File: src/hdl/rrqs_pkg.sv
`default_nettype none

package rrqs_pkg;

    localparam int MAX_TASKS  = 16;
    localparam int PTR_W      = $clog2(MAX_TASKS);
    localparam int CNT_W      = $clog2(MAX_TASKS + 1);

    localparam int ID_W       = 8;
    localparam int TIME_W     = 16;
    localparam int NOW_W      = 32;

    localparam logic [TIME_W-1:0] QUANTUM_RESET = TIME_W'(4);

    localparam int CMDQ_DEPTH = 2;
    localparam int CMDQ_PW    = $clog2(CMDQ_DEPTH);
    localparam int CMDQ_CW    = $clog2(CMDQ_DEPTH + 1);

    localparam int IN_FIELDS_W  = ID_W + 2 * TIME_W;
    localparam int IN_TDATA_W   = ((IN_FIELDS_W + 7) / 8) * 8;
    localparam int OUT_FIELDS_W = ID_W + NOW_W + TIME_W + 3;
    localparam int OUT_TDATA_W  = ((OUT_FIELDS_W + 7) / 8) * 8;

    typedef enum logic {
        CMD_SUBMIT = 1'b0,
        CMD_STEP   = 1'b1
    } t_cmd_kind;

    typedef struct packed {
        t_cmd_kind         kind;
        logic [ID_W-1:0]   id;
        logic [TIME_W-1:0] arrival;
        logic [TIME_W-1:0] burst;
    } t_cmd_item;

    typedef struct packed {
        logic [ID_W-1:0]   id;
        logic [TIME_W-1:0] arrival;
        logic [TIME_W-1:0] burst;
    } t_pend_entry;

    typedef struct packed {
        logic [ID_W-1:0]   id;
        logic [TIME_W-1:0] remaining;
    } t_ready_entry;

    typedef struct packed {
        logic [ID_W-1:0]   run_id;
        logic [NOW_W-1:0]  slice_start;
        logic [TIME_W-1:0] slice_length;
        logic              task_done;
        logic              idle;
        logic              rejected;
    } t_result;

    typedef enum logic [2:0] {
        ST_IDLE,
        ST_FETCH,
        ST_SLICE,
        ST_ADMIT,
        ST_WAIT
    } t_state;

    // Circular pointer step over the task stores.
    function automatic logic [PTR_W-1:0] ptr_inc(input logic [PTR_W-1:0] p);
        logic [PTR_W-1:0] r;
        if (p == PTR_W'(MAX_TASKS - 1)) begin
            r = '0;
        end else begin
            r = p + 1'b1;
        end
        return r;
    endfunction

endpackage

`default_nettype wire

File: src/hdl/rrqs_ram.sv
`default_nettype none

module rrqs_ram #(
    parameter int WIDTH = 8,
    parameter int DEPTH = 16
) (
    input  wire logic                     i_clk,
    input  wire logic                     i_wr_en,
    input  wire logic [$clog2(DEPTH)-1:0] i_wr_addr,
    input  wire logic [WIDTH-1:0]         i_wr_data,
    input  wire logic [$clog2(DEPTH)-1:0] i_rd_addr,
    output logic      [WIDTH-1:0]         o_rd_data
);

    logic [WIDTH-1:0] r_mem [DEPTH];

    always_ff @(posedge i_clk) begin
        if (i_wr_en) begin
            r_mem[i_wr_addr] <= i_wr_data;
        end
        o_rd_data <= r_mem[i_rd_addr];
    end

endmodule

`default_nettype wire

File: src/hdl/rrqs_front.sv
`default_nettype none

module rrqs_front (
    input  wire logic                           i_clk,
    input  wire logic                           i_rst_n,
    input  wire logic                           i_s_valid,
    output logic                                o_s_ready,
    input  wire logic [rrqs_pkg::IN_TDATA_W-1:0] i_s_data,
    input  wire logic [0:0]                     i_s_user,
    output logic                                o_cmd_valid,
    output rrqs_pkg::t_cmd_item                 o_cmd,
    input  wire logic                           i_cmd_pop
);

    rrqs_pkg::t_cmd_item                r_q [rrqs_pkg::CMDQ_DEPTH];
    logic [rrqs_pkg::CMDQ_PW-1:0]       r_wr_ptr, n_wr_ptr;
    logic [rrqs_pkg::CMDQ_PW-1:0]       r_rd_ptr, n_rd_ptr;
    logic [rrqs_pkg::CMDQ_CW-1:0]       r_count, n_count;
    rrqs_pkg::t_cmd_item                cmd_in;
    logic                               push, pop;

    // Classify the beat and unpack its fields.
    always_comb begin
        cmd_in.id      = i_s_data[rrqs_pkg::ID_W-1:0];
        cmd_in.arrival = i_s_data[rrqs_pkg::ID_W +: rrqs_pkg::TIME_W];
        cmd_in.burst   = i_s_data[rrqs_pkg::ID_W + rrqs_pkg::TIME_W +: rrqs_pkg::TIME_W];
        unique case (i_s_user[0])
            1'b0: cmd_in.kind = rrqs_pkg::CMD_SUBMIT;
            1'b1: cmd_in.kind = rrqs_pkg::CMD_STEP;
        endcase
    end

    assign o_s_ready   = (r_count != rrqs_pkg::CMDQ_CW'(rrqs_pkg::CMDQ_DEPTH));
    assign o_cmd_valid = (r_count != '0);
    assign o_cmd       = r_q[r_rd_ptr];
    assign push        = i_s_valid && o_s_ready;
    assign pop         = i_cmd_pop && o_cmd_valid;

    always_comb begin
        n_wr_ptr = r_wr_ptr;
        n_rd_ptr = r_rd_ptr;
        n_count  = r_count;
        if (push) begin
            n_wr_ptr = (r_wr_ptr == rrqs_pkg::CMDQ_PW'(rrqs_pkg::CMDQ_DEPTH - 1)) ?
                       '0 : r_wr_ptr + 1'b1;
        end
        if (pop) begin
            n_rd_ptr = (r_rd_ptr == rrqs_pkg::CMDQ_PW'(rrqs_pkg::CMDQ_DEPTH - 1)) ?
                       '0 : r_rd_ptr + 1'b1;
        end
        if (push && !pop) begin
            n_count = r_count + 1'b1;
        end else if (pop && !push) begin
            n_count = r_count - 1'b1;
        end
    end

    always_ff @(posedge i_clk) begin
        if (!i_rst_n) begin
            r_wr_ptr <= '0;
            r_rd_ptr <= '0;
            r_count  <= '0;
        end else begin
            r_wr_ptr <= n_wr_ptr;
            r_rd_ptr <= n_rd_ptr;
            r_count  <= n_count;
        end
    end

    always_ff @(posedge i_clk) begin
        if (push) begin
            r_q[r_wr_ptr] <= cmd_in;
        end
    end

endmodule

`default_nettype wire

File: src/hdl/rrqs_back.sv
`default_nettype none

module rrqs_back (
    input  wire logic                         i_clk,
    input  wire logic                         i_rst_n,
    input  wire logic                         i_cmd_valid,
    input  wire rrqs_pkg::t_cmd_item          i_cmd,
    output logic                              o_cmd_pop,
    input  wire logic [rrqs_pkg::TIME_W-1:0]  i_quantum,
    output logic                              o_res_valid,
    input  wire logic                         i_res_ready,
    output rrqs_pkg::t_result                 o_res
);

    localparam int PW = rrqs_pkg::PTR_W;
    localparam int CW = rrqs_pkg::CNT_W;
    localparam int NW = rrqs_pkg::NOW_W;
    localparam int TW = rrqs_pkg::TIME_W;

    rrqs_pkg::t_state       r_state, n_state;
    logic [PW-1:0]          r_pend_head, n_pend_head, r_pend_tail, n_pend_tail;
    logic [CW-1:0]          r_pend_cnt, n_pend_cnt;
    logic [PW-1:0]          r_ready_head, n_ready_head, r_ready_tail, n_ready_tail;
    logic [CW-1:0]          r_ready_cnt, n_ready_cnt;
    logic [NW-1:0]          r_now, n_now;
    logic                   r_res_valid, n_res_valid;
    rrqs_pkg::t_result      r_res, n_res;
    rrqs_pkg::t_ready_entry r_head, n_head;
    logic [TW-1:0]          r_slice, n_slice;
    logic [NW-1:0]          r_end, n_end;

    logic                   pend_we, ready_we;
    rrqs_pkg::t_pend_entry  pend_wdata, pend_rdata;
    rrqs_pkg::t_ready_entry ready_wdata, ready_rdata;

    logic                   out_free, pend_full, ready_full, arr_ok;
    logic [TW-1:0]          slice_c, rem_left;
    logic [NW:0]            sum_c;
    logic [NW-1:0]          arr_ext;

    rrqs_ram #(
        .WIDTH ($bits(rrqs_pkg::t_pend_entry)),
        .DEPTH (rrqs_pkg::MAX_TASKS)
    ) u_pend_ram (
        .i_clk     (i_clk),
        .i_wr_en   (pend_we),
        .i_wr_addr (r_pend_tail),
        .i_wr_data (pend_wdata),
        .i_rd_addr (r_pend_head),
        .o_rd_data (pend_rdata)
    );

    rrqs_ram #(
        .WIDTH ($bits(rrqs_pkg::t_ready_entry)),
        .DEPTH (rrqs_pkg::MAX_TASKS)
    ) u_ready_ram (
        .i_clk     (i_clk),
        .i_wr_en   (ready_we),
        .i_wr_addr (r_ready_tail),
        .i_wr_data (ready_wdata),
        .i_rd_addr (r_ready_head),
        .o_rd_data (ready_rdata)
    );

    assign out_free   = !r_res_valid || i_res_ready;
    assign pend_full  = (r_pend_cnt == CW'(rrqs_pkg::MAX_TASKS));
    assign ready_full = (r_ready_cnt == CW'(rrqs_pkg::MAX_TASKS));
    assign arr_ext    = {{(NW - TW){1'b0}}, pend_rdata.arrival};
    assign arr_ok     = (arr_ext <= r_end);
    assign slice_c    = (r_head.remaining < i_quantum) ? r_head.remaining : i_quantum;
    assign sum_c      = {1'b0, r_now} + {{(NW + 1 - TW){1'b0}}, slice_c};
    assign rem_left   = r_head.remaining - r_slice;
    assign pend_wdata = '{id: i_cmd.id, arrival: i_cmd.arrival, burst: i_cmd.burst};

    always_comb begin
        n_state      = r_state;
        n_pend_head  = r_pend_head;
        n_pend_tail  = r_pend_tail;
        n_pend_cnt   = r_pend_cnt;
        n_ready_head = r_ready_head;
        n_ready_tail = r_ready_tail;
        n_ready_cnt  = r_ready_cnt;
        n_now        = r_now;
        n_res_valid  = r_res_valid && !i_res_ready;
        n_res        = r_res;
        n_head       = r_head;
        n_slice      = r_slice;
        n_end        = r_end;
        o_cmd_pop    = 1'b0;
        pend_we      = 1'b0;
        ready_we     = 1'b0;
        ready_wdata  = '{id: pend_rdata.id, remaining: pend_rdata.burst};

        unique case (r_state)
            rrqs_pkg::ST_IDLE: begin
                if (i_cmd_valid) begin
                    if (i_cmd.kind == rrqs_pkg::CMD_SUBMIT) begin
                        if (out_free) begin
                            o_cmd_pop   = 1'b1;
                            n_res_valid = 1'b1;
                            n_res       = '0;
                            n_res.rejected = pend_full;
                            if (!pend_full) begin
                                pend_we     = 1'b1;
                                n_pend_tail = rrqs_pkg::ptr_inc(r_pend_tail);
                                n_pend_cnt  = r_pend_cnt + 1'b1;
                            end
                        end
                    end else if (r_ready_cnt == '0 && r_pend_cnt == '0) begin
                        if (out_free) begin
                            o_cmd_pop   = 1'b1;
                            n_res_valid = 1'b1;
                            n_res       = '0;
                            n_res.idle  = 1'b1;
                        end
                    end else begin
                        o_cmd_pop = 1'b1;
                        n_state   = rrqs_pkg::ST_FETCH;
                    end
                end
            end

            rrqs_pkg::ST_FETCH: begin
                if (r_ready_cnt == '0) begin
                    // Nothing ready: admit the oldest pending task; time jumps forward to its arrival if that is later.
                    n_head = '{id: pend_rdata.id, remaining: pend_rdata.burst};
                    if (arr_ext > r_now) begin
                        n_now = arr_ext;
                    end
                    n_pend_head  = rrqs_pkg::ptr_inc(r_pend_head);
                    n_pend_cnt   = r_pend_cnt - 1'b1;
                    ready_we     = 1'b1;
                    n_ready_tail = rrqs_pkg::ptr_inc(r_ready_tail);
                    n_ready_cnt  = CW'(1);
                end else begin
                    n_head = ready_rdata;
                end
                n_state = rrqs_pkg::ST_SLICE;
            end

            rrqs_pkg::ST_SLICE: begin
                n_slice = slice_c;
                n_end   = sum_c[NW] ? '1 : sum_c[NW-1:0];
                n_state = rrqs_pkg::ST_ADMIT;
            end

            rrqs_pkg::ST_ADMIT: begin
                if (r_pend_cnt != '0 && !ready_full && arr_ok) begin
                    ready_we     = 1'b1;
                    n_ready_tail = rrqs_pkg::ptr_inc(r_ready_tail);
                    n_ready_cnt  = r_ready_cnt + 1'b1;
                    n_pend_head  = rrqs_pkg::ptr_inc(r_pend_head);
                    n_pend_cnt   = r_pend_cnt - 1'b1;
                    n_state      = rrqs_pkg::ST_WAIT;
                end else if (out_free) begin
                    // Retire the head; requeue it at the tail if work remains.
                    n_now        = r_end;
                    n_ready_head = rrqs_pkg::ptr_inc(r_ready_head);
                    if (rem_left != '0) begin
                        ready_we     = 1'b1;
                        ready_wdata  = '{id: r_head.id, remaining: rem_left};
                        n_ready_tail = rrqs_pkg::ptr_inc(r_ready_tail);
                    end else begin
                        n_ready_cnt = r_ready_cnt - 1'b1;
                    end
                    n_res_valid = 1'b1;
                    n_res       = '{run_id:       r_head.id,
                                    slice_start:  r_now,
                                    slice_length: r_slice,
                                    task_done:    (rem_left == '0),
                                    idle:         1'b0,
                                    rejected:     1'b0};
                    n_state     = rrqs_pkg::ST_IDLE;
                end
            end

            // Wait state so the pending read catches up with the new head.
            rrqs_pkg::ST_WAIT: begin
                n_state = rrqs_pkg::ST_ADMIT;
            end

            default: begin
                n_state = rrqs_pkg::ST_IDLE;
            end
        endcase
    end

    always_ff @(posedge i_clk) begin
        if (!i_rst_n) begin
            r_state      <= rrqs_pkg::ST_IDLE;
            r_pend_head  <= '0;
            r_pend_tail  <= '0;
            r_pend_cnt   <= '0;
            r_ready_head <= '0;
            r_ready_tail <= '0;
            r_ready_cnt  <= '0;
            r_now        <= '0;
            r_res_valid  <= 1'b0;
        end else begin
            r_state      <= n_state;
            r_pend_head  <= n_pend_head;
            r_pend_tail  <= n_pend_tail;
            r_pend_cnt   <= n_pend_cnt;
            r_ready_head <= n_ready_head;
            r_ready_tail <= n_ready_tail;
            r_ready_cnt  <= n_ready_cnt;
            r_now        <= n_now;
            r_res_valid  <= n_res_valid;
        end
    end

    always_ff @(posedge i_clk) begin
        r_res   <= n_res;
        r_head  <= n_head;
        r_slice <= n_slice;
        r_end   <= n_end;
    end

    assign o_res_valid = r_res_valid;
    assign o_res       = r_res;

endmodule

`default_nettype wire

File: src/hdl/round_robin_quantum_scheduler_top.sv
// A submit or an idle step gives its result beat from the command queue through the
// registered result; a running step passes the fetch, slice and admit states, plus a
// wait and admit pass per task admitted by arrival time. Submits sustain 1 beat per
// cycle unless the output stalls; a step holds the scheduler engine until it is done.
// Reset (synchronous, active low) empties both task stores and the command queue,
// zeroes the time and sets the quantum to 4; store contents are not cleared.
`default_nettype none

module round_robin_quantum_scheduler_top (
    input  wire logic                            i_clk,
    input  wire logic                            i_rst_n,
    input  wire logic                            i_cfg_wr_en,
    input  wire logic [rrqs_pkg::TIME_W-1:0]     i_cfg_wr_data,
    input  wire logic                            i_s_axis_tvalid,
    output logic                                 o_s_axis_tready,
    // task_id[7:0], arrival_time[23:8], burst_length[39:24]
    input  wire logic [rrqs_pkg::IN_TDATA_W-1:0] i_s_axis_tdata,
    // cmd[0]
    input  wire logic [0:0]                      i_s_axis_tuser,
    output logic                                 o_m_axis_tvalid,
    input  wire logic                            i_m_axis_tready,
    // run_id[7:0], slice_start[39:8], slice_length[55:40], task_done[56],
    // idle[57], rejected[58], zero fill above
    output logic [rrqs_pkg::OUT_TDATA_W-1:0]     o_m_axis_tdata
);

    logic [rrqs_pkg::TIME_W-1:0] r_quantum;
    logic [rrqs_pkg::TIME_W-1:0] quantum_eff;
    logic                        cmd_valid, cmd_pop;
    rrqs_pkg::t_cmd_item         cmd;
    rrqs_pkg::t_result           res;

    always_ff @(posedge i_clk) begin
        if (!i_rst_n) begin
            r_quantum <= rrqs_pkg::QUANTUM_RESET;
        end else if (i_cfg_wr_en) begin
            r_quantum <= i_cfg_wr_data;
        end
    end

    // A zero quantum runs as one.
    assign quantum_eff = (r_quantum == '0) ? rrqs_pkg::TIME_W'(1) : r_quantum;

    rrqs_front u_front (
        .i_clk       (i_clk),
        .i_rst_n     (i_rst_n),
        .i_s_valid   (i_s_axis_tvalid),
        .o_s_ready   (o_s_axis_tready),
        .i_s_data    (i_s_axis_tdata),
        .i_s_user    (i_s_axis_tuser),
        .o_cmd_valid (cmd_valid),
        .o_cmd       (cmd),
        .i_cmd_pop   (cmd_pop)
    );

    rrqs_back u_back (
        .i_clk       (i_clk),
        .i_rst_n     (i_rst_n),
        .i_cmd_valid (cmd_valid),
        .i_cmd       (cmd),
        .o_cmd_pop   (cmd_pop),
        .i_quantum   (quantum_eff),
        .o_res_valid (o_m_axis_tvalid),
        .i_res_ready (i_m_axis_tready),
        .o_res       (res)
    );

    assign o_m_axis_tdata = {{(rrqs_pkg::OUT_TDATA_W - rrqs_pkg::OUT_FIELDS_W){1'b0}},
                             res.rejected, res.idle, res.task_done,
                             res.slice_length, res.slice_start, res.run_id};

endmodule

`default_nettype wire

File: config.mk
export PLATFORM = sky130hd
export DESIGN_NAME = round_robin_quantum_scheduler_top
export DESIGN_NICKNAME = d
export VERILOG_FILES = /design/src/hdl/rrqs_pkg.sv /design/src/hdl/rrqs_ram.sv /design/src/hdl/rrqs_front.sv /design/src/hdl/rrqs_back.sv /design/src/hdl/round_robin_quantum_scheduler_top.sv
export SDC_FILE = /design/constraint.sdc
export NUM_CORES = 2
export LEC_CHECK = 0
export ABC_AREA = 1
export BUFFER_PORTS_ARGS = -buffer_cell sky130_fd_sc_hd__buf_2
export CORE_AREA = 2 2 384 348
export DETAILED_ROUTE_END_ITERATION = 7
export DIE_AREA = 0 0 386 350
export SYNTH_ARGS = -nofsm -noshare
export SYNTH_HDL_FRONTEND = slang
export SYNTH_HIERARCHICAL = 1
export SYNTH_SLANG_ARGS = --single-unit
File: constraint.sdc
create_clock -name i_clk -period 9.9 [get_ports i_clk]
set_input_delay 1.98 -clock i_clk [delete_from_list [all_inputs] [get_ports i_clk]]
set_output_delay 1.98 -clock i_clk [all_outputs]
set_load 0.01 [all_outputs]
==> metrics.csv <==
metric,value,unit
status,finished clean,
hpwl,90900,um
drc,0,
finalSetupTns,0,ns
post-route-period-util,51.4,%
area_growth_syn_to_layout,10.8,%
required,10.37,ns
drtPass1Iterations,5,
postRouteAntennaNets,0,
synth-seq-area-share,65.5,%
num_vias,40700,
gp_congestion,0.883,
yosys.area.top_type,edfxtp_1,
power_density,269,nW/um^2
grtUsageTotal,23.0,%
critPathMaxFanout,32,
reg2reg_to,u_back/r_end[4],
root_buffer,clkbuf_16,
ys_seq_elements,1384,
via_per_inst,5.14,
hold_violations,0,
synthTopCellsByArea,"edfxtp_1 (61%), nand2_1 (11%), nand3_1 (7.0%)",
ir_worst_vdd,0.000147,V
initial_core_util,46.8,%
use_met2,37.3,%
io_buffer_count,122,
die_area,135000,sq um
final_cell_mix,"nand2_1 (1,730), edfxtp_1 (1,237), inv_1 (973)",
synth_top_area_share,60.7,%
grt_max_degree,138,
synth-edff-count,1237,
cp-startpoint,u_back/r_head[1],
cts_max_level,4,
maxCapViolCount,0,
ys.flop_type,edfxtp_1,
drt_iter0_drc,3724,
crit_end,u_back/r_end[4],
wirelength,155000,um
slew_headroom,20.1,%
hold_path.class,register to register,
fin_crit,5.09,ns
grt.overflow.total,0,
num_rows,126,
reg2reg_from,u_back/r_head[1],
ios,128,
grt_use_met3,4.16,%
whs_path_depth,2,
p_leak,28.4,nW
tightest_slew,1.20,ns
synth_area,61200,sq um
die_h,350,um
async_flop_share,0,%
postSynthAreaPerCell,10.2,sq um
cts.sinks,1384,
drive_gt1_share,8.80,%
ys_types,57,
end_kind,register,
wl_per_cell,19.6,um
setup_viol,0,
grt_pass1_vias,38700,
synthCells,6001,
setup_ws,4.81,ns
finalMaxSlewViolations,0,
cp.arrival,5.56,ns
rsz0062_at_grt,false,
cts_hold_buffers,0,
top_usage_layer,met2,
yosysWarnings,6,
layout.cells.most_common,nand2_1,
finClkSkew,0.0401,ns
fmax,0.197,GHz
grt.met1_usage,31.4,%
cts_tree,yes,
cts_buffers,146,
core_area,131000,sq um
insertion_delay,0.79,ns
reg2reg_depth,17,
crit_type,register to register,
post_cts_resized,0,
crit_path_start_kind,register,
antenna_found_initial,4,
reg2reg_slack,4.81,ns
place_ws,4.88,ns
grt_first_pass_wirelength,234000,um
die-width,386,um
cts_buffer_depth,3,
clkTransAtPathRegs,0.06,ns
postCtsSetupBuffers,0,
nets,6216,
==> worst min path at each step <==
stage	from	end	slack, ns
2_1_floorplan	u_back/r_now[27]	u_back/r_now[27]	0.44
3_3_place_gp	u_back/r_now[27]	u_back/r_now[27]	0.45
3_5_place_dp	u_back/r_now[27]	u_back/r_now[27]	0.48
4_1_cts	u_back/r_now[27]	u_back/r_now[27]	0.49
5_1_grt	u_back/r_now[27]	u_back/r_now[27]	0.52
6_report	u_back/u_ready_ram/o_rd_data[17]	u_back/r_head[17]	0.49
==> cells in the mapped netlist (10+ instances only) <==
cell / n
ha_1: 89
a21oi_1: 110
buf_1: 26
nand4_1: 22
dfxtp_1: 147
or2_2: 11
nand2_1: 1730
inv_1: 976
buf_2: 107
buf_6: 24
nand3_1: 861
buf_4: 45
mux2_4: 40
edfxtp_1: 1237
inv_2: 10
nor2_2: 15
o21ai_0: 92
nor2_1: 242
o21ai_1: 18
xor2_1: 15
nand2_2: 12
nor3_1: 11
clkbuf_1: 69
==> routing by layer <==
| layer | vias up | share of wire, % |
|---|---|---|
| met2 | 1247 | 47 |
| met3 | 250 | 6.7 |
| met4 | 2 | 2.6 |
| li1 | 19700 | - |
| met1 | 19500 | 44 |
| met5 | - | 0.0084 |
==> worst max-delay path, cell delays in order, from the launching register on <==
cell      delay, ns
edfxtp_1       0.47
ha_1           0.31
a21boi_0       0.17
o211ai_1       0.10
a21oi_1        0.25
o211ai_1       0.13
nand2_1        0.77
o21ai_0        0.28
ha_1           0.29
fa_1           0.41
a21oi_1        0.16
o21ai_1        0.15
a31oi_1        0.28
o21ai_1        0.15
a21boi_1       0.22
nor2_2         0.11
inv_2          0.37
o21ai_0        0.16
==> power breakdown <==
group | switching, mW | total (mW) | internal, mW
Sequential | 0.396 | 8.09 | 7.69
Clock | 2.29 | 5.34 | 3.04
Combinational | 3.48 | 4.83 | 1.35
Total | 6.17 | 18.3 | 12.1
==> per-stage QoR <==
step	total power, mW	instance area [sq um]	utilization [%]	cells	hold slack [ns]
floorplan	11.3	61200	-	6005	0.439
global placement	13.0	63200	48.3	7641	0.450
detailed placement	13.0	63200	48.3	7641	0.481
CTS	18.4	67800	51.9	7907	0.489
global route	19.2	67800	51.9	7907	0.518
finish	18.3	67900	51.9	7908	0.493
==> sequential cells by signal, summed over array words and instances (netlist names), named ones only <==
| signal | flops |
|---|---|
| r_quantum | 16 |
| u_back/o_res | 59 |
| u_back/o_res_valid | 1 |
| u_back/r_end | 32 |
| u_back/r_head | 24 |
| u_back/r_now | 32 |
| u_back/r_pend_cnt | 5 |
| u_back/r_pend_head | 4 |
| u_back/r_pend_tail | 4 |
| u_back/r_ready_cnt | 5 |
| u_back/r_ready_head | 4 |
| u_back/r_ready_tail | 4 |
| u_back/r_slice | 16 |
| u_back/r_state | 3 |
| u_back/u_pend_ram/o_rd_data | 40 |
| u_back/u_pend_ram/r_mem | 640 |
| u_back/u_ready_ram/o_rd_data | 24 |
| u_back/u_ready_ram/r_mem | 384 |
| u_front/r_count | 2 |
| u_front/r_q | 82 |
| u_front/r_rd_ptr | 1 |
| u_front/r_wr_ptr | 1 |
==> final cells by class <==
type / instances / area (sq um)
fill: 11600 / 62800
sequential: 1384 / 40100
multi-input combinational: 3352 / 16100
clock buffer: 201 / 4010
inverter: 992 / 3740
tap: 1728 / 2160
timing repair buffer: 185 / 1110
clock inverter: 65 / 647
antenna: 1 / 2.50
==> cell families (layout without fill, tap and decap cells) <==
kind of cell / Yosys count / after routing / share of synthesized area, %
adder cells (fa/ha/maj): 93 / 93 / 1.95
XOR/XNOR: 21 / 21 / 0.300
AND/OR/NAND/NOR: 2933 / 2933 / 20.2
other: 1 / 6 / 0.00613
flip-flops: 1384 / 1384 / 65.5
buffers and inverters: 1269 / 1443 / 8.74
multiplexers: 41 / 41 / 0.999
AO/OA/AOI/OAI: 259 / 259 / 2.31
No activity file was read; power rests on OpenSTA's default activity.
